--- config.mk ---
export PLATFORM = sky130hd
export DESIGN_NAME = proportional_band_pwm_thermostat_core
export DESIGN_NICKNAME = d
export VERILOG_FILES = /design/src/design/pbpwm_pkg.sv /design/src/design/pbpwm_ctrl.sv /design/src/design/pbpwm_dp.sv /design/src/design/proportional_band_pwm_thermostat_core.sv
export SDC_FILE = /design/constraint.sdc
export NUM_CORES = 1
export LEC_CHECK = 0
export BUFFER_PORTS_ARGS = -buffer_cell sky130_fd_sc_hd__buf_2
export CAP_MARGIN = 20
export CORE_UTILIZATION = 51
export CTS_CLUSTER_DIAMETER = 50
export CTS_CLUSTER_SIZE = 28
export DETAILED_ROUTE_END_ITERATION = 7
export PLACE_DENSITY_LB_ADDON = 0.12
export RECOVER_POWER = 25
export SYNTH_ARGS = -nofsm -noshare
export SYNTH_HDL_FRONTEND = slang
export SYNTH_HIERARCHICAL = 1
export SYNTH_SLANG_ARGS = --single-unit
--- constraint.sdc ---
create_clock -name clk_i -period 7 [get_ports clk_i]
set_input_delay 0.7 -clock clk_i [delete_from_list [all_inputs] [get_ports clk_i]]
set_output_delay 0.7 -clock clk_i [all_outputs]
set_load 0.005 [all_outputs]
--- src/design/pbpwm_pkg.sv ---
// ----------------------------------------------------------------------------
// pbpwm_pkg: shared types and constants
// Widths, timing constants, register indexes and the command and status
// bundles that pass between the controller and the datapath.
// ----------------------------------------------------------------------------
package pbpwm_pkg;

  // Period of the drive waveform in ticks, and the spacing of drive updates.
  localparam int unsigned PERIOD_TICKS  = 10000;
  localparam int unsigned UPDATE_STRIDE = 10;

  localparam int unsigned TEMP_W   = 12;             // temperature sample
  localparam int unsigned THR_W    = 11;             // band thresholds
  localparam int unsigned ON_W     = 14;             // on-time and phase
  localparam int unsigned EXT_W    = 13;             // signed differences
  localparam int unsigned DEN_W    = 11;             // band width magnitude
  localparam int unsigned NUM_W    = DEN_W + ON_W;   // dividend
  localparam int unsigned STRIDE_W = $clog2(UPDATE_STRIDE + 1);
  localparam int unsigned CNT_W    = $clog2(ON_W);   // divider step counter

  typedef enum logic [0:0] {
    REG_LOW  = 1'b0,
    REG_HIGH = 1'b1
  } reg_idx_e;

  typedef enum logic [0:0] {
    CMD_TICK   = 1'b0,
    CMD_SAMPLE = 1'b1
  } item_cmd_e;

  // Controller to datapath
  typedef struct packed {
    logic capture;   // latch the temperature of an accepted sample
    logic setup;     // classify the sample, resolve trivial cases
    logic mult;      // form the dividend
    logic div_step;  // one restoring division step
    logic finish;    // round up and store the on-time
    logic tick;      // advance phase and drive
    logic emit;      // load the output register
  } pbpwm_cmd_t;

  // Datapath to controller
  typedef struct packed {
    logic quick;     // on-time already known, no division needed
  } pbpwm_sts_t;

endpackage

--- src/design/pbpwm_ctrl.sv ---
// ----------------------------------------------------------------------------
// pbpwm_ctrl: sequencer
// Handles the request handshakes and steps the datapath through each item.
// ----------------------------------------------------------------------------
module pbpwm_ctrl (
  input  logic                clk_i,
  input  logic                rst_ni,
  input  logic                in_valid_i,
  output logic                in_ready_o,
  input  logic                cmd_i,
  output logic                out_valid_o,
  input  logic                out_ready_i,
  input  pbpwm_pkg::pbpwm_sts_t sts_i,
  output pbpwm_pkg::pbpwm_cmd_t cmd_o
);
  import pbpwm_pkg::*;

  typedef enum logic [2:0] {
    ST_IDLE,
    ST_SETUP,
    ST_MULT,
    ST_DIV,
    ST_FIN,
    ST_EMIT
  } state_e;

  state_e           state_q;
  logic [CNT_W-1:0] cnt_q;
  logic             out_valid_q;
  logic             out_valid_d;
  logic             accept;
  logic             emit_ok;

  assign in_ready_o  = (state_q == ST_IDLE);
  assign accept      = in_valid_i & in_ready_o;
  assign emit_ok     = (state_q == ST_EMIT) & (~out_valid_q | out_ready_i);
  assign out_valid_o = out_valid_q;

  // drop the result once taken; a new one may replace it the same cycle
  always_comb begin
    out_valid_d = out_valid_q & ~out_ready_i;
    if (emit_ok) begin
      out_valid_d = 1'b1;
    end
  end

  always_comb begin
    cmd_o          = '0;
    cmd_o.capture  = accept & (cmd_i == CMD_SAMPLE);
    cmd_o.tick     = accept & (cmd_i == CMD_TICK);
    cmd_o.setup    = (state_q == ST_SETUP);
    cmd_o.mult     = (state_q == ST_MULT);
    cmd_o.div_step = (state_q == ST_DIV);
    cmd_o.finish   = (state_q == ST_FIN);
    cmd_o.emit     = emit_ok;
  end

  always_ff @(posedge clk_i or negedge rst_ni) begin
    if (!rst_ni) begin
      state_q     <= ST_IDLE;
      cnt_q       <= '0;
      out_valid_q <= 1'b0;
    end else begin
      out_valid_q <= out_valid_d;
      case (state_q)
        ST_IDLE: begin
          if (accept) begin
            state_q <= (cmd_i == CMD_SAMPLE) ? ST_SETUP : ST_EMIT;
          end
        end
        ST_SETUP: begin
          state_q <= sts_i.quick ? ST_EMIT : ST_MULT;
        end
        ST_MULT: begin
          cnt_q   <= '0;
          state_q <= ST_DIV;
        end
        ST_DIV: begin
          cnt_q <= cnt_q + 1'b1;
          if (cnt_q == CNT_W'(ON_W - 1)) begin
            state_q <= ST_FIN;
          end
        end
        ST_FIN: begin
          state_q <= ST_EMIT;
        end
        ST_EMIT: begin
          if (emit_ok) begin
            state_q <= ST_IDLE;
          end
        end
        default: begin
          state_q <= ST_IDLE;
        end
      endcase
    end
  end

endmodule

--- src/design/pbpwm_dp.sv ---
// ----------------------------------------------------------------------------
// pbpwm_dp: datapath
// Threshold registers, on-time computation with a radix-2 divider,
// phase and drive counters, and the output register.
// ----------------------------------------------------------------------------
module pbpwm_dp (
  input  logic                          clk_i,
  input  logic                          rst_ni,
  input  logic                          cfg_we_i,
  input  logic                          cfg_idx_i,
  input  logic [pbpwm_pkg::THR_W-1:0]   cfg_wdata_i,
  input  logic signed [pbpwm_pkg::TEMP_W-1:0] temperature_i,
  input  pbpwm_pkg::pbpwm_cmd_t         cmd_i,
  output pbpwm_pkg::pbpwm_sts_t         sts_o,
  output logic                          drive_on_o,
  output logic [pbpwm_pkg::ON_W-1:0]    on_ticks_o
);
  import pbpwm_pkg::*;

  logic signed [THR_W-1:0]  lo_q, hi_q;
  logic signed [TEMP_W-1:0] temp_q;
  logic [ON_W-1:0]          phase_q, on_time_q;
  logic [STRIDE_W-1:0]      stride_q;
  logic                     drive_q;
  logic [DEN_W-1:0]         diff_q, den_q;
  logic [NUM_W-1:0]         work_q;
  logic                     out_drive_q;
  logic [ON_W-1:0]          out_on_q;

  // sample classification
  logic signed [EXT_W-1:0] lo_x, hi_x, t_x, den_s, diff_s, den_m, dpr;
  logic                    zero_band, nonpos, sat, quick;
  logic [ON_W-1:0]         quick_val;

  // divider step
  logic [DEN_W:0]   sh;
  logic             ge;
  logic [DEN_W:0]   sub;
  logic [DEN_W-1:0] rem_n;

  // tick
  logic [ON_W-1:0]     phase_n;
  logic                wrap;
  logic [STRIDE_W-1:0] stride_n;

  always_comb begin
    lo_x   = EXT_W'(lo_q);
    hi_x   = EXT_W'(hi_q);
    t_x    = EXT_W'(temp_q);
    den_s  = hi_x - lo_x;
    diff_s = hi_x - t_x;
    // cooling mode: flip both signs so the band width is positive
    den_m  = den_s[EXT_W-1] ? -den_s  : den_s;
    dpr    = den_s[EXT_W-1] ? -diff_s : diff_s;
    zero_band = (den_s == '0);
    nonpos    = dpr[EXT_W-1] | (dpr == '0);
    sat       = ~nonpos & ($unsigned(dpr) >= $unsigned(den_m));
    quick     = zero_band | nonpos | sat;
    if (zero_band) begin
      quick_val = (t_x < lo_x) ? ON_W'(PERIOD_TICKS) : '0;
    end else if (nonpos) begin
      quick_val = '0;
    end else begin
      quick_val = ON_W'(PERIOD_TICKS);
    end
  end

  assign sts_o.quick = quick;

  always_comb begin
    sh    = {work_q[NUM_W-1:ON_W], work_q[ON_W-1]};
    sub   = sh - {1'b0, den_q};
    ge    = (sh >= {1'b0, den_q});
    rem_n = ge ? sub[DEN_W-1:0] : sh[DEN_W-1:0];
  end

  always_comb begin
    wrap     = (phase_q == ON_W'(PERIOD_TICKS - 1));
    phase_n  = wrap ? '0 : phase_q + 1'b1;
    stride_n = (wrap || stride_q == STRIDE_W'(UPDATE_STRIDE - 1)) ? '0 : stride_q + 1'b1;
  end

  always_ff @(posedge clk_i or negedge rst_ni) begin
    if (!rst_ni) begin
      lo_q      <= THR_W'(200);
      hi_q      <= THR_W'(300);
      phase_q   <= '0;
      stride_q  <= '0;
      on_time_q <= '0;
      drive_q   <= 1'b0;
    end else begin
      if (cfg_we_i) begin
        case (cfg_idx_i)
          REG_LOW:  lo_q <= cfg_wdata_i;
          REG_HIGH: hi_q <= cfg_wdata_i;
          default: ;
        endcase
      end
      if (cmd_i.setup && quick) begin
        on_time_q <= quick_val;
      end
      if (cmd_i.finish) begin
        // round up when the division left a remainder
        on_time_q <= work_q[ON_W-1:0] + ON_W'(work_q[NUM_W-1:ON_W] != '0);
      end
      if (cmd_i.tick) begin
        phase_q  <= phase_n;
        stride_q <= stride_n;
        if (stride_n == '0) begin
          drive_q <= (phase_n < on_time_q);
        end
      end
    end
  end

  // payload registers
  always_ff @(posedge clk_i) begin
    if (cmd_i.capture) begin
      temp_q <= temperature_i;
    end
    if (cmd_i.setup) begin
      diff_q <= dpr[DEN_W-1:0];
      den_q  <= den_m[DEN_W-1:0];
    end
    if (cmd_i.mult) begin
      work_q <= NUM_W'(PERIOD_TICKS) * NUM_W'(diff_q);
    end
    if (cmd_i.div_step) begin
      work_q <= {rem_n, work_q[ON_W-2:0], ge};
    end
    if (cmd_i.emit) begin
      out_drive_q <= drive_q;
      out_on_q    <= on_time_q;
    end
  end

  assign drive_on_o = out_drive_q;
  assign on_ticks_o = out_on_q;

endmodule

--- src/design/proportional_band_pwm_thermostat_core.sv ---
// ----------------------------------------------------------------------------
// proportional_band_pwm_thermostat_core: time-proportional thermostat
// Proportional band controller that drives a heater or cooler with a
// slow PWM waveform.
// ----------------------------------------------------------------------------
// Usage:
//   Input channel (in_valid_i/in_ready_o) carries one request per item:
//   cmd_i low is a time tick, cmd_i high a temperature sample in tenths.
//   Every request yields exactly one result on the output channel
//   (out_valid_o/out_ready_i): current drive level and on-time in ticks.
//   A tick goes from accept straight to emit. A sample at or beyond the
//   band edges, or with a zero band, is resolved in setup; one inside the
//   band passes through multiply, the 14-step restoring divider (one
//   quotient bit per cycle) and rounding before emit. The next request
//   is taken the cycle after the result is loaded.
//   The output register holds one result; while it is not taken the block
//   still accepts and works on the next request, then waits to emit it.
//   The user must write thresholds through cfg_we_i/cfg_idx_i/cfg_wdata_i
//   only while the block is idle; the block does not enforce it. Reset
//   sets low to 200, high to 300, and clears phase, on-time and drive.
// ----------------------------------------------------------------------------
module proportional_band_pwm_thermostat_core (
  input  logic                                clk_i,
  input  logic                                rst_ni,
  input  logic                                cfg_we_i,
  input  logic                                cfg_idx_i,
  input  logic [pbpwm_pkg::THR_W-1:0]         cfg_wdata_i,
  input  logic                                in_valid_i,
  output logic                                in_ready_o,
  input  logic                                cmd_i,
  input  logic signed [pbpwm_pkg::TEMP_W-1:0] temperature_i,
  output logic                                out_valid_o,
  input  logic                                out_ready_i,
  output logic                                drive_on_o,
  output logic [pbpwm_pkg::ON_W-1:0]          on_ticks_o
);
  import pbpwm_pkg::*;

  pbpwm_cmd_t cmd;
  pbpwm_sts_t sts;

  // Sequencer: handshakes, item sequencing, divider step count.
  pbpwm_ctrl u_ctrl (
    .clk_i       (clk_i),
    .rst_ni      (rst_ni),
    .in_valid_i  (in_valid_i),
    .in_ready_o  (in_ready_o),
    .cmd_i       (cmd_i),
    .out_valid_o (out_valid_o),
    .out_ready_i (out_ready_i),
    .sts_i       (sts),
    .cmd_o       (cmd)
  );

  // Datapath: thresholds, on-time divider, phase/drive, output register.
  pbpwm_dp u_dp (
    .clk_i         (clk_i),
    .rst_ni        (rst_ni),
    .cfg_we_i      (cfg_we_i),
    .cfg_idx_i     (cfg_idx_i),
    .cfg_wdata_i   (cfg_wdata_i),
    .temperature_i (temperature_i),
    .cmd_i         (cmd),
    .sts_o         (sts),
    .drive_on_o    (drive_on_o),
    .on_ticks_o    (on_ticks_o)
  );

endmodule
## Word-level counts from Yosys, hierarchy flattened

Cells that the tools add are included.

| word-level totals | value |
|---|---|
| register bits after elaboration | 137 |
| bits of input ports | 30 |
| output and inout port bits | 17 |
| word-level logic and storage cells | 88 |

| operators by class | value |
|---|---|
| add/sub/neg operators | 9 |
| multipliers | 1 |
| order comparisons | 4 |
| equality and inequality tests | 11 |
| mux-type cells | 20 |
| bitwise operators | 15 |
| reductions and logical operators | 13 |

Operator list:

| operator | number |
|---|---|
| 2-to-1 mux 14 bit | 6 |
| 2-to-1 mux 25 bit | 2 |
| zero test 13 bit | 2 |
| 2-to-1 mux 13 bit | 2 |
| negation 13 bit | 2 |
| multiplier 10 x 11 -> 21 bit (first input constant) | 1 |
| case mux 3 bit (6 select lines) | 1 |
| 2-to-1 mux 3 bit | 5 |
| adder 14 x 1 -> 14 bit | 1 |
| adder 14 x 1 -> 14 bit (second input constant) | 1 |
| equality test 14 bit (second input constant) | 1 |
| less-than comparator 14 bit | 1 |
| >= comparator 13 bit | 1 |
| subtractor 11 x 12 -> 13 bit | 1 |
| >= comparator 12 x 11 -> 1 bit | 1 |
| less-than comparator 12 x 11 -> 1 bit | 1 |
| subtractor 11 x 11 -> 12 bit | 1 |
| 2-to-1 mux 11 bit | 1 |
| nonzero test 11 bit | 1 |
| subtractor 11 bit | 1 |
| adder 4 x 1 -> 4 bit (second input constant) | 2 |
| equality test 4 bit (second input constant) | 2 |
| case mux 4 bit (2 select lines) | 1 |
| bitwise AND 1 bit | 6 |
| 16 further kinds | 29 |

## Depth between registers and ports, before layout

| depth | value |
|---|---|
| depth in word-level cells | 11 |
| depth in mapped cells | 25 |
| depth with buffers taken out | 25 |

## Hierarchy

The synthesis kept the hierarchy.

Modules (own cells, without submodules):

| module | instances | cells each | area an instance (sq um) |
|---|---|---|---|
| pbpwm_dp | 1 | 1036 | 10207.3 |
| pbpwm_ctrl | 1 | 60 | 544.3 |

## Least setup slack after synthesis

OpenSTA, ideal clock, no wires.

| timing | value |
|---|---|
| kind | register to register |
| from | reg u_dp.diff_q[4] |
| to | reg u_dp.work_q[24], data pin |
| arrival | 4.472 ns |
| setup slack | 2.256 ns |
| cell stages (with the launch flop) | 18 |
| cell sequence | edfxtp_1 > fa_1 > ha_1 > inv_1 > fa_1 > inv_1 > ha_1 > inv_1 > fa_1 > inv_1 > ha_1 > or2_2 > nand3_1 > a311oi_1 > o21a_1 > o21ai_0 > a21oi_1 > or4_1 |

| on the way | value |
|---|---|
| word-level cells in the longest chain between the ends | 3 |

Ends and longest elaborated chain:

| what | RTL line | source |
|---|---|---|
| start: declaration | pbpwm_dp.sv:25 | `logic [DEN_W-1:0] diff_q, den_q;` |
| start signal: assignment | pbpwm_dp.sv:122 | `diff_q <= dpr[DEN_W-1:0];` |
| multiplier 10 x 11 -> 21 bit | pbpwm_dp.sv:126 | `work_q <= NUM_W'(PERIOD_TICKS) * NUM_W'(diff_q);` |
| 2-to-1 mux 25 bit | pbpwm_dp.sv:125 | `if (cmd_i.mult) begin` |
| 2-to-1 mux 25 bit | pbpwm_dp.sv:128 | `if (cmd_i.div_step) begin` |
| end signal: assignment | pbpwm_dp.sv:126 |  |
| end signal: assignment | pbpwm_dp.sv:129 | `work_q <= {rem_n, work_q[ON_W-2:0], ge};` |
| end: declaration | pbpwm_dp.sv:26 | `logic [NUM_W-1:0] work_q;` |

Every way passes these cells. The select of a mux whose other input is x is not followed.
A chain may end at the register's enable or synchronous reset.

## Worst setup path after layout

Same ends and word-level chain as after synthesis.

==> metrics <==
wire per inst around 16 um; Post-CTS Hold Buffers 0; DR vias about 8000; htree depth 4; cts bufs inserted 17; Critical Path Start Type register; FMAX approximately 200 MHz; Ports 47; Detailed Place HPWL 17.4 mm; DRC Markers 5; Seq cells post-synth about 140; CTS tree yes; # port buffers between 40 and 50; CP Data Arrival Time ~5200 ps; gr ovfl total 0; layout cells sized above 1 12.4%; Synth Instances 1096; Setup CP Type reg2reg; DRT iter0 DRCs 390; Mapped Nets approximately 1300; ys async rst share a little under half; Slew @ Worst Pin between 3000 and 4000 ps; CP Data Required Time between 7000 and 8000 ps; Finished Core Util 57.7%; Syn Area/Cell just under 10 um^2; number of distinct library cells after synthesis 84; core area between 0.02 and 0.025 mm^2; clk sinks 137; # diodes 0; RSZ-0062 raised after global routing false; worst hold path type in2reg; Clock Tree Buf Depth 2; via count of the first global-routing pass ~7700; setup TNS 0 ps; Mapped Area around 0.011 mm^2; final hold viol count 0; total track usage between 20% and 30%; multi-input logic area between 0.006 and 0.007 mm^2; slew margin rel. -131%; sequential share of the synthesized area a little over a third; RePlAce Congestion ~0.84; Initial Util around 53%; count of final max-slew check failures 64; die height roughly 150 um; Worst-Skew Late Latency roughly 440 ps; synth warn 6; Die ar. around 0.022 mm^2; failing checks DRC, capacitance limit, slew limit; EDFF count, synth 74; FILL cells approximately 1800; most used flip-flop cell after synthesis edfxtp_1; largest net degree at the start of global routing 64; Min Hold Slack 437 ps; vias per cell 5.55; drt first pass iters 8; DRT Wirelength 22.4 mm; clock-pin slew on the worst setup and hold paths ~70 ps; CTS root buffer clkbuf_16; Final setup viols 0; # rows between 50 and 60; Max-Cap Viols 1; Synth-to-Final Area Change 9.60%; die width 147 um; Min Clock Period, post-route approximately 5000 ps; first-pass GRT wire length 37.8 mm; postcts setup bufs 0; Final #Nets around 1300; Reg area around 0.0038 mm^2; Worst R2R Setup Slack ~2000 ps; status finished, violations left; endpoint class of the critical path register; crit share post-route 71.6%; PostCTS Resize Cnt 0; final clock skew 11.2 ps; antenna viol nets, final 0; CP max FO 5; initial antenna violation count 0
-- final timing paths --
check                              startpoint                  end  cells after the start
max in group asynchronous              rst_ni         u_dp/hi_q[0]                      2
min                          temperature_i[7]       u_dp/temp_q[7]                      1
max                            u_dp/diff_q[4]      u_dp/work_q[24]                     17
max reg2reg                    u_dp/diff_q[4]      u_dp/work_q[24]                     17
min in group asynchronous              rst_ni   u_dp/on_time_q[11]                      2
min reg2reg                u_dp/on_time_q[13]  u_dp/on_ticks_o[13]                      0
-- area by class of cell --
| cell class | instances | area share [%] |
|---|---|---|
| clock buffer | 17 | 3.61 |
| clock inverter | 15 | 1.08 |
| inverter | 137 | 4.36 |
| multi-input combinational | 794 | 53.5 |
| sequential | 137 | 32.3 |
| tap | 270 | 2.87 |
| timing repair buffer | 52 | 2.27 |
-- cell families after synthesis --
kind of cell / share of synthesized area, %
multiplexers: 4.28
flip-flops: 35.4
adder cells (fa/ha/maj): 20.0
XOR/XNOR: 6.99
AO/OA/AOI/OAI: 13.2
AND/OR/NAND/NOR: 14.1
buffers and inverters: 6.00
other: 0.0349
-- metal layers --
layer	GRT usage (%)	routed length (um)	vias to the layer above
met4	6.08	334	0
met2	37.0	10800	129
met5	0	0	-
li1	-	-	3970
met3	4.01	754	29
met1	29.2	10500	3770
-- metrics by stage --
step                      cell area (um^2)  setup WS (ps)  cells
after floorplan                      10800           2260   1096
after global placement               11200           2050   1390
after detailed placement             11200           1970   1390
after CTS                            11800           1930   1422
after global routing                 11800           1380   1422
final                                11800           1980   1422
-- synth_stat cells, types with 12 or more instances --
library cell  count  area (um^2)
nand2b_1         15         93.8
and3_1           12         75.1
clkbuf_1         21         78.8
fa_1             23          460
a21oi_1          47          235
nor3_1           21          105
a211oi_1         16          120
inv_1           136          510
nand2_1          61          229
mux2i_1          13          130
nand3_1          32          160
nor2_1           84          315
xnor2_1          45          394
a21o_1           15          113
mux2_2           27          304
dfrtp_1          56         1400
xor2_1           39          342
o21ai_0          45          225
ha_1            135         1690
edfxtp_1         74         2220
-- flip-flops by register name, indices dropped and copies added (netlist names) --
| register | cells |
|---|---|
| u_dp/hi_q | 11 |
| u_dp/stride_q | 4 |
| u_dp/on_ticks_o | 14 |
| u_ctrl/state_q | 3 |
| u_ctrl/cnt_q | 4 |
| u_dp/den_q | 11 |
| u_dp/diff_q | 11 |
| u_dp/lo_q | 11 |
| u_dp/phase_q | 14 |
| u_ctrl/out_valid_o | 1 |
| u_dp/on_time_q | 14 |
| u_dp/drive_q | 1 |
| u_dp/temp_q | 12 |
| u_dp/work_q | 25 |
| u_dp/drive_on_o | 1 |
-- cell usage in the layout (no fill, tap or decap), types with 39 or more instances in the layout --
master    Yosys  final
dfrtp_1      56     56
xor2_1       39     39
edfxtp_1     74     74
buf_2         0     46
nor2_1       84     84
nand2_1      61     61
xnor2_1      45     45
a21oi_1      47     47
ha_1        135    135
o21ai_0      45     45
inv_1       136    136
-- critical path: stages (launching register included) --
cell,delay (ps)
edfxtp_1,510
fa_1,510
ha_1,290
inv_1,50
fa_1,520
inv_1,40
ha_1,270
inv_1,50
fa_1,490
inv_1,40
ha_1,320
or2_2,300
nand3_1,170
a311oi_1,140
o21a_1,200
o21ai_0,250
a21oi_1,100
or4_1,510
Power is not shown: default switching activity piles up to over one toggle a cycle in this logic, so the estimate is an artifact.
